<file path="src/rtl/mep_pkg.sv">
package mep_pkg;

    localparam int POS_W      = 10;   // pixel row / column
    localparam int CNT_W      = 11;   // row_count / column_count
    localparam int LIMIT_W    = 16;   // iteration_limit and iteration_count
    localparam int GLYPH_W    = 8;
    localparam int COLOUR_W   = 4;
    localparam int Z_W        = 32;   // fixed-point word for c and z
    localparam int PROD_W     = 64;   // full product of two Z_W words
    localparam int CFG_IDX_W  = 3;
    localparam int CFG_DATA_W = 16;

    typedef enum logic [CFG_IDX_W-1:0] {
        CFG_ROW_COUNT       = 3'd0,
        CFG_COLUMN_COUNT    = 3'd1,
        CFG_ITERATION_LIMIT = 3'd2,
        CFG_INSIDE_GLYPH    = 3'd3,
        CFG_OUTSIDE_GLYPH   = 3'd4,
        CFG_INSIDE_COLOUR   = 3'd5,
        CFG_OUTSIDE_COLOUR  = 3'd6
    } cfg_reg_t;

    localparam logic [CNT_W-1:0]    RST_ROW_COUNT       = 11'd40;
    localparam logic [CNT_W-1:0]    RST_COLUMN_COUNT    = 11'd80;
    localparam logic [LIMIT_W-1:0]  RST_ITERATION_LIMIT = 16'd200;
    localparam logic [GLYPH_W-1:0]  RST_INSIDE_GLYPH    = 8'd35;
    localparam logic [GLYPH_W-1:0]  RST_OUTSIDE_GLYPH   = 8'd42;
    localparam logic [COLOUR_W-1:0] RST_INSIDE_COLOUR   = 4'd8;
    localparam logic [COLOUR_W-1:0] RST_OUTSIDE_COLOUR  = 4'd1;

    typedef enum logic [2:0] {
        ST_IDLE = 3'd0,
        ST_MAP  = 3'd1,
        ST_MUL  = 3'd2,
        ST_STEP = 3'd3,
        ST_FIN  = 3'd4
    } state_t;

    // Clamp a wide signed value into the fixed-point word
    function automatic logic signed [Z_W-1:0] sat_z(input logic signed [PROD_W-1:0] v);
        logic signed [PROD_W-1:0] z_max;
        logic signed [PROD_W-1:0] z_min;
        z_max = PROD_W'({1'b0, {(Z_W-1){1'b1}}});
        z_min = -z_max - PROD_W'(1);
        if (v > z_max)
            return {1'b0, {(Z_W-1){1'b1}}};
        else if (v < z_min)
            return {1'b1, {(Z_W-1){1'b0}}};
        else
            return v[Z_W-1:0];
    endfunction

endpackage

</file>
<file path="src/rtl/mep_map.sv">
module mep_map #(
    parameter int FRAC_BITS = 28
) (
    input  logic                                 clk,
    input  logic                                 rst_n,
    input  logic                                 start,
    input  logic [mep_pkg::POS_W-1:0]            row,
    input  logic [mep_pkg::POS_W-1:0]            column,
    input  logic [mep_pkg::CNT_W-1:0]            rows,
    input  logic [mep_pkg::CNT_W-1:0]            cols,
    output logic signed [mep_pkg::Z_W-1:0]       cx,
    output logic signed [mep_pkg::Z_W-1:0]       cy,
    output logic                                 done
);

    // Quotient of pos * 2^(FRAC_BITS+1) / count, one bit per cycle, both axes together
    localparam int Q_W    = mep_pkg::POS_W + FRAC_BITS + 1;
    localparam int STEP_W = $clog2(Q_W);
    localparam logic signed [mep_pkg::PROD_W-1:0] OFF_X =
        mep_pkg::PROD_W'(3) <<< (FRAC_BITS - 1);
    localparam logic signed [mep_pkg::PROD_W-1:0] OFF_Y =
        mep_pkg::PROD_W'(1) <<< FRAC_BITS;

    logic                          busy_reg;
    logic                          done_reg;
    logic [STEP_W-1:0]             step_reg;
    logic [mep_pkg::POS_W-1:0]     num_x_reg, num_y_reg;
    logic [mep_pkg::CNT_W-1:0]     rem_x_reg, rem_y_reg;
    logic [Q_W-1:0]                q_x_reg, q_y_reg;

    logic [mep_pkg::CNT_W:0]       trial_x, trial_y;
    logic                          ge_x, ge_y;
    logic [mep_pkg::CNT_W-1:0]     rem_x_next, rem_y_next;
    logic                          last_step;

    assign trial_x = {rem_x_reg, num_x_reg[mep_pkg::POS_W-1]};
    assign trial_y = {rem_y_reg, num_y_reg[mep_pkg::POS_W-1]};
    assign ge_x    = trial_x >= {1'b0, cols};
    assign ge_y    = trial_y >= {1'b0, rows};

    always_comb
    begin
        rem_x_next = ge_x ? mep_pkg::CNT_W'(trial_x - {1'b0, cols})
                          : trial_x[mep_pkg::CNT_W-1:0];
        rem_y_next = ge_y ? mep_pkg::CNT_W'(trial_y - {1'b0, rows})
                          : trial_y[mep_pkg::CNT_W-1:0];
    end

    assign last_step = (step_reg == STEP_W'(Q_W - 1));

    always_ff @(posedge clk or negedge rst_n)
    begin
        if (!rst_n)
        begin
            busy_reg <= 1'b0;
            done_reg <= 1'b0;
            step_reg <= '0;
        end
        else
        begin
            done_reg <= busy_reg && last_step;
            if (start)
            begin
                busy_reg <= 1'b1;
                step_reg <= '0;
            end
            else if (busy_reg)
            begin
                if (last_step)
                    busy_reg <= 1'b0;
                step_reg <= step_reg + STEP_W'(1);
            end
        end
    end

    // Shift the numerator in MSB first; zeros follow once the position is used up
    always_ff @(posedge clk)
    begin
        if (start)
        begin
            num_x_reg <= column;
            num_y_reg <= row;
            rem_x_reg <= '0;
            rem_y_reg <= '0;
        end
        else if (busy_reg)
        begin
            num_x_reg <= {num_x_reg[mep_pkg::POS_W-2:0], 1'b0};
            num_y_reg <= {num_y_reg[mep_pkg::POS_W-2:0], 1'b0};
            rem_x_reg <= rem_x_next;
            rem_y_reg <= rem_y_next;
            q_x_reg   <= {q_x_reg[Q_W-2:0], ge_x};
            q_y_reg   <= {q_y_reg[Q_W-2:0], ge_y};
        end
    end

    assign cx   = mep_pkg::sat_z($signed(mep_pkg::PROD_W'(q_x_reg)) - OFF_X);
    assign cy   = mep_pkg::sat_z($signed(mep_pkg::PROD_W'(q_y_reg)) - OFF_Y);
    assign done = done_reg;

endmodule

</file>
<file path="config.mk">
export PLATFORM = sky130hd
export DESIGN_NAME = mep_map
export DESIGN_NICKNAME = d
export VERILOG_FILES = /design/src/rtl/mep_pkg.sv /design/src/rtl/mep_map.sv
export SDC_FILE = /design/constraint.sdc
export NUM_CORES = 1
export LEC_CHECK = 0
export ABC_AREA = 1
export BUFFER_PORTS_ARGS = -buffer_cell sky130_fd_sc_hd__buf_2
export CAP_MARGIN = 20
export CELL_PAD_IN_SITES_DETAIL_PLACEMENT = 0
export CELL_PAD_IN_SITES_GLOBAL_PLACEMENT = 1
export CORE_ASPECT_RATIO = 0.8
export CORE_MARGIN = 3
export CORE_UTILIZATION = 43
export CTS_CLUSTER_DIAMETER = 50
export DETAILED_ROUTE_END_ITERATION = 8
export HOLD_SLACK_MARGIN = 0.02
export PLACE_DENSITY = 0.84
export SKIP_LAST_GASP = 1
export SYNTH_ARGS = -nofsm -noshare
export SYNTH_HDL_FRONTEND = slang
export SYNTH_SLANG_ARGS = --single-unit
</file>
<file path="constraint.sdc">
create_clock -name clk -period 4.19 [get_ports clk]
set_clock_uncertainty 0.1 [all_clocks]
set_input_delay 0.838 -clock clk [delete_from_list [all_inputs] [get_ports clk]]
set_output_delay 0.838 -clock clk [all_outputs]
set_load 0.005 [all_outputs]
</file>
==> impl_metrics.tcl, run 1 <==
set metrics [dict create \
    cts.sinks 128 \
    io_pins 110 \
    p_leak_nw 3.91 \
    synthesis.nets 922 \
    grt_max_degree 72 \
    critPathMaxStageDelay_ns 0.39 \
    netlist_area_um2 7010 \
    drt.antenna.violating_nets 0 \
    synthFlopType "edfxtp_1" \
    dieWidth_um 149 \
    r2r-end "rem_y_reg[9]$_SDFFE_PP0P_" \
    numCtsBuffers 17 \
    post-route-min-period_ns 3.49 \
    max_freq_mhz 287 \
    worstPathMaxFanout 31 \
    row_count 41 \
    fp.coreArea_um2 15900 \
    grt_pass1_vias 5110 \
    finalMaxSlewViolations 0 \
    avgSynthCellArea_um2 8.25 \
    worstMarginPinSlew_ns 0.809 \
    post-cts-setup-buffers 0 \
    viasPerCell 4.66 \
    final_layout_size_suffix_gt1_frac 0.174 \
    cpMostUsedCell "nand2_1" \
    max_slew_margin 0.460 \
    finalNetCount 1031 \
    power.internal_mw 3.00 \
    grt_pass1_wl_um 24100 \
    worst-setup-path-type "register to output pin" \
    hold_violations 0 \
    pwr-share-clk 0.357 \
    pre_cts_slack_ns 1.13 \
    antenna_found_initial 0 \
    yosysWarnings 0 \
    cts_htree_levels 4 \
    status "completed" \
    timing.final.crit_share 0.833 \
    cts.hold.buffers_added 0 \
    multiInputGateArea_um2 2900 \
    finalWorstSetupSlack_ns 0.701 \
    r2r-start "num_y_reg[9]$_DFFE_PP_" \
    critical_path.top_delay_family "simple AND/OR/NAND/NOR gates" \
    drt-total-wl_um 14300 \
    dieArea_um2 17900 \
    drt_pass1_iterations 5 \
    synth_cell_type_count 37 \
    grt.total_usage 0.166 \
    seq_area_um2 3580 \
    rsz0062_at_grt "false" \
    vdd_drop_max_uv 289 \
    cts.path.max_buffers 2 \
    syn_to_final_growth_pct 19.3 \
    portBuffers 109 \
    worstSetupEndpointType "output pin" \
    overflow 0 \
    dp_hpwl_um 10200 \
    synth_edf_count 98 \
    hold_class "input port to async pin" \
    setup_viol 0 \
    switching_share 0.320 \
    netlist_instances 849 \
    critPathRequiredTime_ns 3.25 \
    root_buffer "clkbuf_16" \
    critPathBufInv 2 \
    cp_slowest_cell "nand2_2" \
    die_h_um 120 \
    start_kind "register" \
    place_congestion 0.836 \
    ys_ff_latch 128 \
    cts.repair.resized 0 \
    drt_iter0_drc 316 \
    fin_util 0.527 \
    fin_cells 1186 \
    path_clk_slew_ns 0.06 \
    async_flop_share 0.0625 \
    timing.critical_path.cells "inv_1, ha_1, nand2_1, nor2_1, xor2_1, nand2_1, nor2_1, nand2_1, nand2_2, nand2_1, buf_2" \
    n_antenna_cell 0 \
    pwr_density_cell_nw_per_um2 528 \
    p_sw_mw 1.41 \
    cap_violations 0 \
    pwr-share-comb 0.263 \
    dp.cells 1154 \
    cp.arrival_ns 2.55 \
    post_drt_wl_per_cell_um 12.1 \
    reg2reg_slack_ns 1.88 \
    seq_power_share 0.379 \
    start_util 0.442 \
    fin_tns_setup_ns 0 \
    n_fill_cell 1506 \
    worstRegToRegCells 11 \
    clock_latency_ns 0.41 \
    tritoncts "built" \
    yosysSeqAreaShare 0.512 \
    vias 5521 \
    drcViolationCount 0 \
    power.total_mw 4.41 \
]
## layer usage
layer,track usage,part of all wire
met2,0.233,0.40
met4,0.0381,0.0088
met5,0,0
met1,0.253,0.53
met3,0.0464,0.057
## cells in the mapped netlist (2+ instances only)
library cell  number  area, µm²
a21boi_0           4       30.0
a21o_1             2       15.0
a21oi_1           11       55.1
and2_1             3       18.8
buf_2              6       30.0
buf_4              3       22.5
buf_6              6       67.6
clkbuf_1           9       33.8
dfrtp_1            8        200
dfxtp_1           22        440
edfxtp_1          98       2940
fa_1               2       40.0
ha_1              26        325
inv_1            101        379
nand2_1          351       1320
nand2_2            7       43.8
nand3_1           45        225
nand3_2            3       30.0
nand3b_1           7       52.6
nand4_1           16        100
nor2_1            64        240
nor2_2             7       43.8
nor3_1             6       30.0
o21ai_0            8       40.0
o21ai_1           10       50.1
xnor2_1            6       52.6
xor2_1             8       70.1
## placed cells by master, fill, tap and decap left out, drive strengths merged
| cell | n |
|---|---|
| a21boi | 5 |
| a21o | 2 |
| a21oi | 11 |
| and2 | 3 |
| buf | 114 |
| bufinv | 4 |
| clkbuf | 18 |
| clkinv | 3 |
| clkinvlp | 2 |
| dfrtp | 8 |
| dfxtp | 22 |
| edfxtp | 98 |
| fa | 2 |
| ha | 26 |
| inv | 106 |
| nand2 | 358 |
| nand3 | 48 |
| nand3b | 7 |
| nand4 | 18 |
| nor2 | 72 |
| nor3 | 8 |
| nor3b | 1 |
| o21ai | 19 |
| o21bai | 1 |
| o22ai | 1 |
| xnor2 | 6 |
| xor2 | 8 |
## worst max path at each step
stage	start	end	depth (start not counted)
floorplan	start	q_x_reg[0]$_DFFE_PP_	3
global placement	q_y_reg[28]$_DFFE_PP_	cy[3]	11
detailed placement	q_y_reg[28]$_DFFE_PP_	cy[3]	11
CTS	q_y_reg[28]$_DFFE_PP_	cy[23]	11
global route	q_y_reg[28]$_DFFE_PP_	cy[6]	11
finish	q_y_reg[28]$_DFFE_PP_	cy[23]	11
## kinds of logic after synthesis
| kind of cell | Yosys count | share of synthesized area |
|---|---|---|
| compound gates | 39 | 0.0314 |
| xor+xnor | 14 | 0.0175 |
| fa+ha+maj | 28 | 0.0522 |
| buf+inv | 125 | 0.0761 |
| flops | 128 | 0.512 |
| simple gates | 515 | 0.311 |
## final cells by class
cell class	count	share of cell area
multi-input combinational	596	0.347
inverter	101	0.0454
clock inverter	14	0.0244
sequential	128	0.429
tap	215	0.0322
clock buffer	18	0.0514
timing repair buffer	114	0.0713
## power by group through the flow
| stage | logic (mW) | clock network [mW] | registers [mW] |
|---|---|---|---|
| floorplan | 0.967 | 0 | 1.66 |
| global placement | 1.17 | 0 | 1.69 |
| detailed placement | 1.17 | 0 | 1.70 |
| CTS | 1.18 | 1.61 | 1.68 |
| global route | 1.38 | 1.66 | 1.70 |
| finish | 1.16 | 1.58 | 1.67 |
## per-stage QoR
stage | hold slack (ns) | area (µm²)
final | 0.170 | 8360
after global routing | 0.163 | 8360
after CTS | 0.163 | 8360
after detailed placement | 0.332 | 7720
after global placement | 0.331 | 7720
after floorplan | 0.326 | 7010
Note: power is estimated with default switching activity, not from simulation.
==> run 2, diff against run 1 <==
==> constraint.sdc (replaced) <==
create_clock -name clk -period 3.5 [get_ports clk]
set_clock_uncertainty 0.1 [all_clocks]
set_input_delay 0.7 -clock clk [delete_from_list [all_inputs] [get_ports clk]]
set_output_delay 0.7 -clock clk [all_outputs]
set_load 0.005 [all_outputs]
==> run 2 against run 1 <==
- combinational power up 21%
- wire length up 0.61%
- non-clock buffer count up 2
- core utilization down 0.23 points
- global-route usage down 0.12 points
- critical endpoint is now cx[29]
- highest routed layer unchanged
==> impl_metrics.tcl, run 2 (synthesis gave the netlist of run 1 again) <==
set metrics [dict create \
    status "completed" \
    vias 5502 \
    dp_hpwl_um 10200 \
    hold_class "register to register" \
    final_layout_size_suffix_gt1_frac 0.174 \
    critPathMaxStageDelay_ns 0.45 \
    p_sw_mw 1.67 \
    hold_start "q_y_reg[8]$_DFFE_PP_" \
    hold_violations 0 \
    clock_latency_ns 0.41 \
    post-route-min-period_ns 3.20 \
    pwr-share-clk 0.333 \
    vdd_drop_max_uv 356 \
    max_freq_mhz 312 \
    worst-setup-path-type "register to output pin" \
    viasPerCell 4.64 \
    dieWidth_um 149 \
    worstSetupEndpointType "output pin" \
    cts.path.max_buffers 2 \
    cp.arrival_ns 2.40 \
    cap_violations 0 \
    reg2reg_slack_ns 1.19 \
    cts.sinks 128 \
    start_kind "register" \
    max_slew_margin 0.437 \
    finalNetCount 1033 \
    holdWs_ns 0.347 \
    overflow 0 \
    tritoncts "built" \
    drcViolationCount 0 \
    p_leak_nw 3.88 \
    worstPathMaxFanout 31 \
    numCtsBuffers 17 \
    fp.coreArea_um2 15900 \
    post_drt_wl_per_cell_um 12.1 \
    pwr-share-comb 0.274 \
    min_to "q_y_reg[9]$_DFFE_PP_" \
    drt_pass1_iterations 4 \
    seq_area_um2 3580 \
    r2r-end "rem_y_reg[6]$_SDFFE_PP0P_" \
    n_fill_cell 1515 \
    final_cell_mix "nand2_1 (351), buf_2 (109), inv_1 (101), edfxtp_1 (98), nor2_1 (63)" \
    grt_pass1_wl_um 23600 \
    critical_path.top_delay_family "simple AND/OR/NAND/NOR gates" \
    place_congestion 0.841 \
    setup_viol 0 \
    power.internal_mw 3.43 \
    r2r-start "num_y_reg[9]$_DFFE_PP_" \
    io_pins 110 \
    finalMaxSlewViolations 0 \
    timing.final.crit_share 0.915 \
    power.total_mw 5.10 \
    drt.antenna.violating_nets 0 \
    grt_max_degree 67 \
    timing.critical_path.cells "ha_1, nor2_1, nand2_1, nor2_2, nand3_1, nand2_1, nand2_1, nor2_1, nand2_1, nand2_4, nand2_1, buf_2" \
    grt_pass1_vias 4859 \
    worstRegToRegCells 11 \
    cts_htree_levels 4 \
    root_buffer "clkbuf_16" \
    antenna_found_initial 0 \
    die_h_um 120 \
    fin_tns_setup_ns 0 \
    path_clk_slew_ns 0.06 \
    multiInputGateArea_um2 2910 \
    grt.total_usage 0.165 \
    drt_iter0_drc 284 \
    syn_to_final_growth_pct 18.8 \
    critPathBufInv 1 \
    layout_commonest_cell "nand2_1" \
    portBuffers 109 \
    hold_depth 0 \
    cp_slowest_cell "edfxtp_1" \
    dieArea_um2 17900 \
    critPathRequiredTime_ns 2.70 \
    pwr_density_cell_nw_per_um2 613 \
    seq_power_share 0.393 \
    start_util 0.442 \
    drt-total-wl_um 14400 \
    row_count 41 \
    cpMostUsedCell "nand2_1" \
    worstMarginPinSlew_ns 0.843 \
    rsz0062_at_grt "false" \
    switching_share 0.327 \
    n_antenna_cell 0 \
    critPathLaunch "q_x_reg[27]$_DFFE_PP_" \
]
## run 2: cell count changes in the layout (fill, tap and decap cells not counted), sizes merged
cell         before  now
buf             114  115
dlygate4sd3       0    1
bufinv            4    2
inv             106  102
clkinvlp          2    4
clkinv            3    6
## run 2: power by group through the flow
stage	registers, mW	logic (mW)	clock network (mW)
after floorplan	1.99	1.16	0
after global placement	2.03	1.40	0
after detailed placement	2.03	1.40	0
after CTS	2.01	1.41	1.75
after global routing	2.03	1.65	1.81
final	2.01	1.40	1.70
## run 2: metrics by stage
step | instance area [µm²] | setup slack (ns) | util | std cells
after floorplan | 7010 | 0.888 | - | 849
after global placement | 7730 | 0.562 | 0.488 | 1155
after detailed placement | 7730 | 0.595 | 0.488 | 1155
after CTS | 8310 | 0.128 | 0.524 | 1187
after global routing | 8320 | 0.0271 | 0.525 | 1187
final | 8320 | 0.296 | 0.525 | 1187
## run 2: worst register-to-register path: stages (launching register included)
cell      delay, ns
edfxtp_1       0.34
inv_1          0.04
ha_1           0.20
fa_1           0.42
inv_1          0.10
nand3_1        0.08
nand3_2        0.13
nand3_2        0.17
nand4_2        0.35
o21ai_1        0.13
nand3_1        0.09
nand2_1        0.05
## run 2: metal layers
layer	vias to the layer above	share of wire	wire (µm)	global-route usage
li1	2935	-	-	-
met1	2427	0.53	7650	0.254
met2	127	0.40	5760	0.223
met3	13	0.060	862	0.0461
met4	0	0.010	144	0.0467
met5	-	0	0	0
## run 2: cell type report
cell class / instances / share of cell area
Clock buffer: 18 / 0.0516
Multi-Input combinational cell: 596 / 0.349
Tap cell: 215 / 0.0323
Clock inverter: 13 / 0.0168
Inverter: 101 / 0.0456
Sequential cell: 128 / 0.431
Timing Repair Buffer: 116 / 0.0737
## run 2: worst max-delay path by stage
stage	endpoint	cells past startpoint
6_report	cx[29]	12
5_1_grt	cx[0]	12
4_1_cts	cx[0]	12
3_5_place_dp	cx[0]	12
3_3_place_gp	cx[1]	10
2_1_floorplan	q_x_reg[0]$_DFFE_PP_	3
## run 2: what timing repair did
| item | 4_1_cts | 5_1_grt |
|---|---|---|
| endpoints found under the hold margin | 8 | 0 |
| hold buffers | 1 | 0 |
| endpoints found under the setup margin | 0 | 61 |
| buffers inserted | 0 | 0 |
| resized for setup | 0 | 2 |
==> run 3, diff against run 2 <==
==> constraint.sdc (replaced) <==
create_clock -name clk -period 3.5 [get_ports clk]
set_clock_uncertainty 0.1 [all_clocks]
set_input_delay 0.35 -clock clk [delete_from_list [all_inputs] [get_ports clk]]
set_output_delay 0.35 -clock clk [all_outputs]
set_load 0.005 [all_outputs]
==> run 3 against run 2 <==
- register-to-register slack about the same
- combinational power about the same
- count of clock-buffer cells in the layout is the same
- first-iteration DRC count rose by 6.0%
- cell area increased by 0.65%
- global-route usage is 0.19 points higher
- clock power increased by 13%
- fmax grew 5.3%
- via count grew 0.60%
- sequential power hardly changed
- total power is 4.4% higher
- critical path type unchanged
- largest power group unchanged
==> impl_metrics.tcl, run 3 (synthesis gave the netlist of run 1 again) <==
set metrics [dict create \
    final_layout_size_suffix_gt1_frac 0.173 \
    final_cell_mix "nand2_1 (351), buf_2 (109), inv_1 (101), edfxtp_1 (98), nor2_1 (63)" \
    cap_violations 0 \
    status "completed" \
    fp.coreArea_um2 15900 \
    layout_commonest_cell "nand2_1" \
    worstRegToRegCells 11 \
    dieWidth_um 149 \
    n_antenna_cell 0 \
    reg2reg_slack_ns 1.19 \
    drt_pass1_iterations 5 \
    drt-total-wl_um 14500 \
    cts.sinks 128 \
    dieArea_um2 17900 \
    row_count 41 \
    worst-setup-path-type "register to output pin" \
    max_freq_mhz 329 \
    design_area_um2 8370 \
    hold_class "input port to register" \
    drcViolationCount 0 \
    grt.total_usage 0.166 \
    cts_htree_levels 4 \
    syn_to_final_growth_pct 19.5 \
    hold_depth 3 \
    worstSetupEndpointType "output pin" \
    post_drt_wl_per_cell_um 12.2 \
    grt_pass1_wl_um 23800 \
    r2r-end "rem_y_reg[5]$_SDFFE_PP0P_" \
    viasPerCell 4.67 \
    fin_tns_setup_ns 0 \
    grt_max_degree 67 \
    hold_violations 0 \
    tritoncts "built" \
    worstMarginPinSlew_ns 0.830 \
    dp_hpwl_um 10200 \
    path_clk_slew_ns 0.06 \
    cts.path.max_buffers 2 \
    die_h_um 120 \
    setup_viol 0 \
    io_pins 110 \
    finalMaxSlewViolations 0 \
    drt.antenna.violating_nets 0 \
    min_to "num_x_reg[0]$_SDFFCE_PN0P_" \
    max_slew_margin 0.446 \
    drt_iter0_drc 301 \
    antenna_found_initial 1 \
    p_leak_nw 3.90 \
    root_buffer "clkbuf_16" \
    post-cts-setup-buffers 0 \
    post-route-min-period_ns 3.04 \
    critPathRequiredTime_ns 3.05 \
    portBuffers 109 \
    start_util 0.442 \
    overflow 0 \
    place_congestion 0.823 \
    vias 5535 \
    rsz0062_at_grt "false" \
    cp.arrival_ns 2.59 \
    placed_cell_area_um2 7720 \
    hold_start "column[0]" \
    clock_latency_ns 0.41 \
    finalNetCount 1032 \
    worstPathMaxFanout 31 \
    n_fill_cell 1494 \
    holdWs_ns 0.0890 \
    grt_pass1_vias 4936 \
    start_kind "register" \
    r2r-start "num_y_reg[9]$_DFFE_PP_" \
    power.total_mw 5.33 \
    pwr_density_cell_nw_per_um2 636 \
    timing.final.crit_share 0.869 \
    numCtsBuffers 17 \
    vdd_drop_max_uv 379 \
]
## run 3: cell types whose count changed in the layout (fill, tap and decap cells not counted), sizes merged
cell    change
buf         -1
bufinv      +3
clkinv      -4
inv         +1
## run 3: final cells by class
class | count | area [µm²] | share of cell area
flip-flops and latches | 128 | 3580 | 0.428
multi-input cells | 596 | 2900 | 0.346
repair buffers | 115 | 606 | 0.0723
clock buffers | 18 | 429 | 0.0512
inverters | 101 | 379 | 0.0453
well taps | 215 | 269 | 0.0321
clock inverters | 13 | 211 | 0.0253
## run 3: what timing repair did
action | CTS | global route
gates resized for setup | 0 | 0
hold buffers | 1 | 0
hold endpoints to repair | 8 | 0
## run 3: stage by stage
step | worst slack, ns | util | instances
finish | 0.458 | 0.528 | 1186
global route | 0.176 | 0.528 | 1186
CTS | 0.446 | 0.528 | 1186
detailed placement | 0.906 | 0.487 | 1154
global placement | 0.908 | 0.487 | 1154
floorplan | 1.24 | - | 849
## run 3: worst max-delay path, stage by stage, from the launching register on
cell and delay, ns:
edfxtp_1 0.44, ha_1 0.27, nor2_1 0.15, nand2_1 0.12, o21ai_0 0.20, nand3_1 0.09, nor3_1 0.16, nand2_1 0.09
nand2_2 0.38, nand2_1 0.12, buf_2 0.16
## run 3: worst max-delay path by stage
stage | slack, ns | endpoint | start | depth (start not counted)
global placement | 0.91 | cx[1] | q_x_reg[27]$_DFFE_PP_ | 10
global route | 0.18 | cx[1] | q_x_reg[27]$_DFFE_PP_ | 12
detailed placement | 0.91 | cx[0] | q_x_reg[27]$_DFFE_PP_ | 10
floorplan | 1.24 | q_x_reg[0]$_DFFE_PP_ | start | 3
CTS | 0.45 | cx[0] | q_x_reg[27]$_DFFE_PP_ | 10
finish | 0.46 | cx[13] | q_x_reg[27]$_DFFE_PP_ | 10
## run 3: metal layers
metal / up-vias / track usage / share of wire
met4: 2 / 0.0467 / 0.010
met2: 138 / 0.231 / 0.40
li1: 2935 / - / -
met5: - / 0 / 0.00048
met3: 11 / 0.0438 / 0.064
met1: 2449 / 0.255 / 0.52
## run 3: power breakdown
part / switching (mW) / internal [mW]
Sequential: 0.142 / 1.86
Clock: 0.661 / 1.26
Combinational: 0.872 / 0.529
Total: 1.68 / 3.65
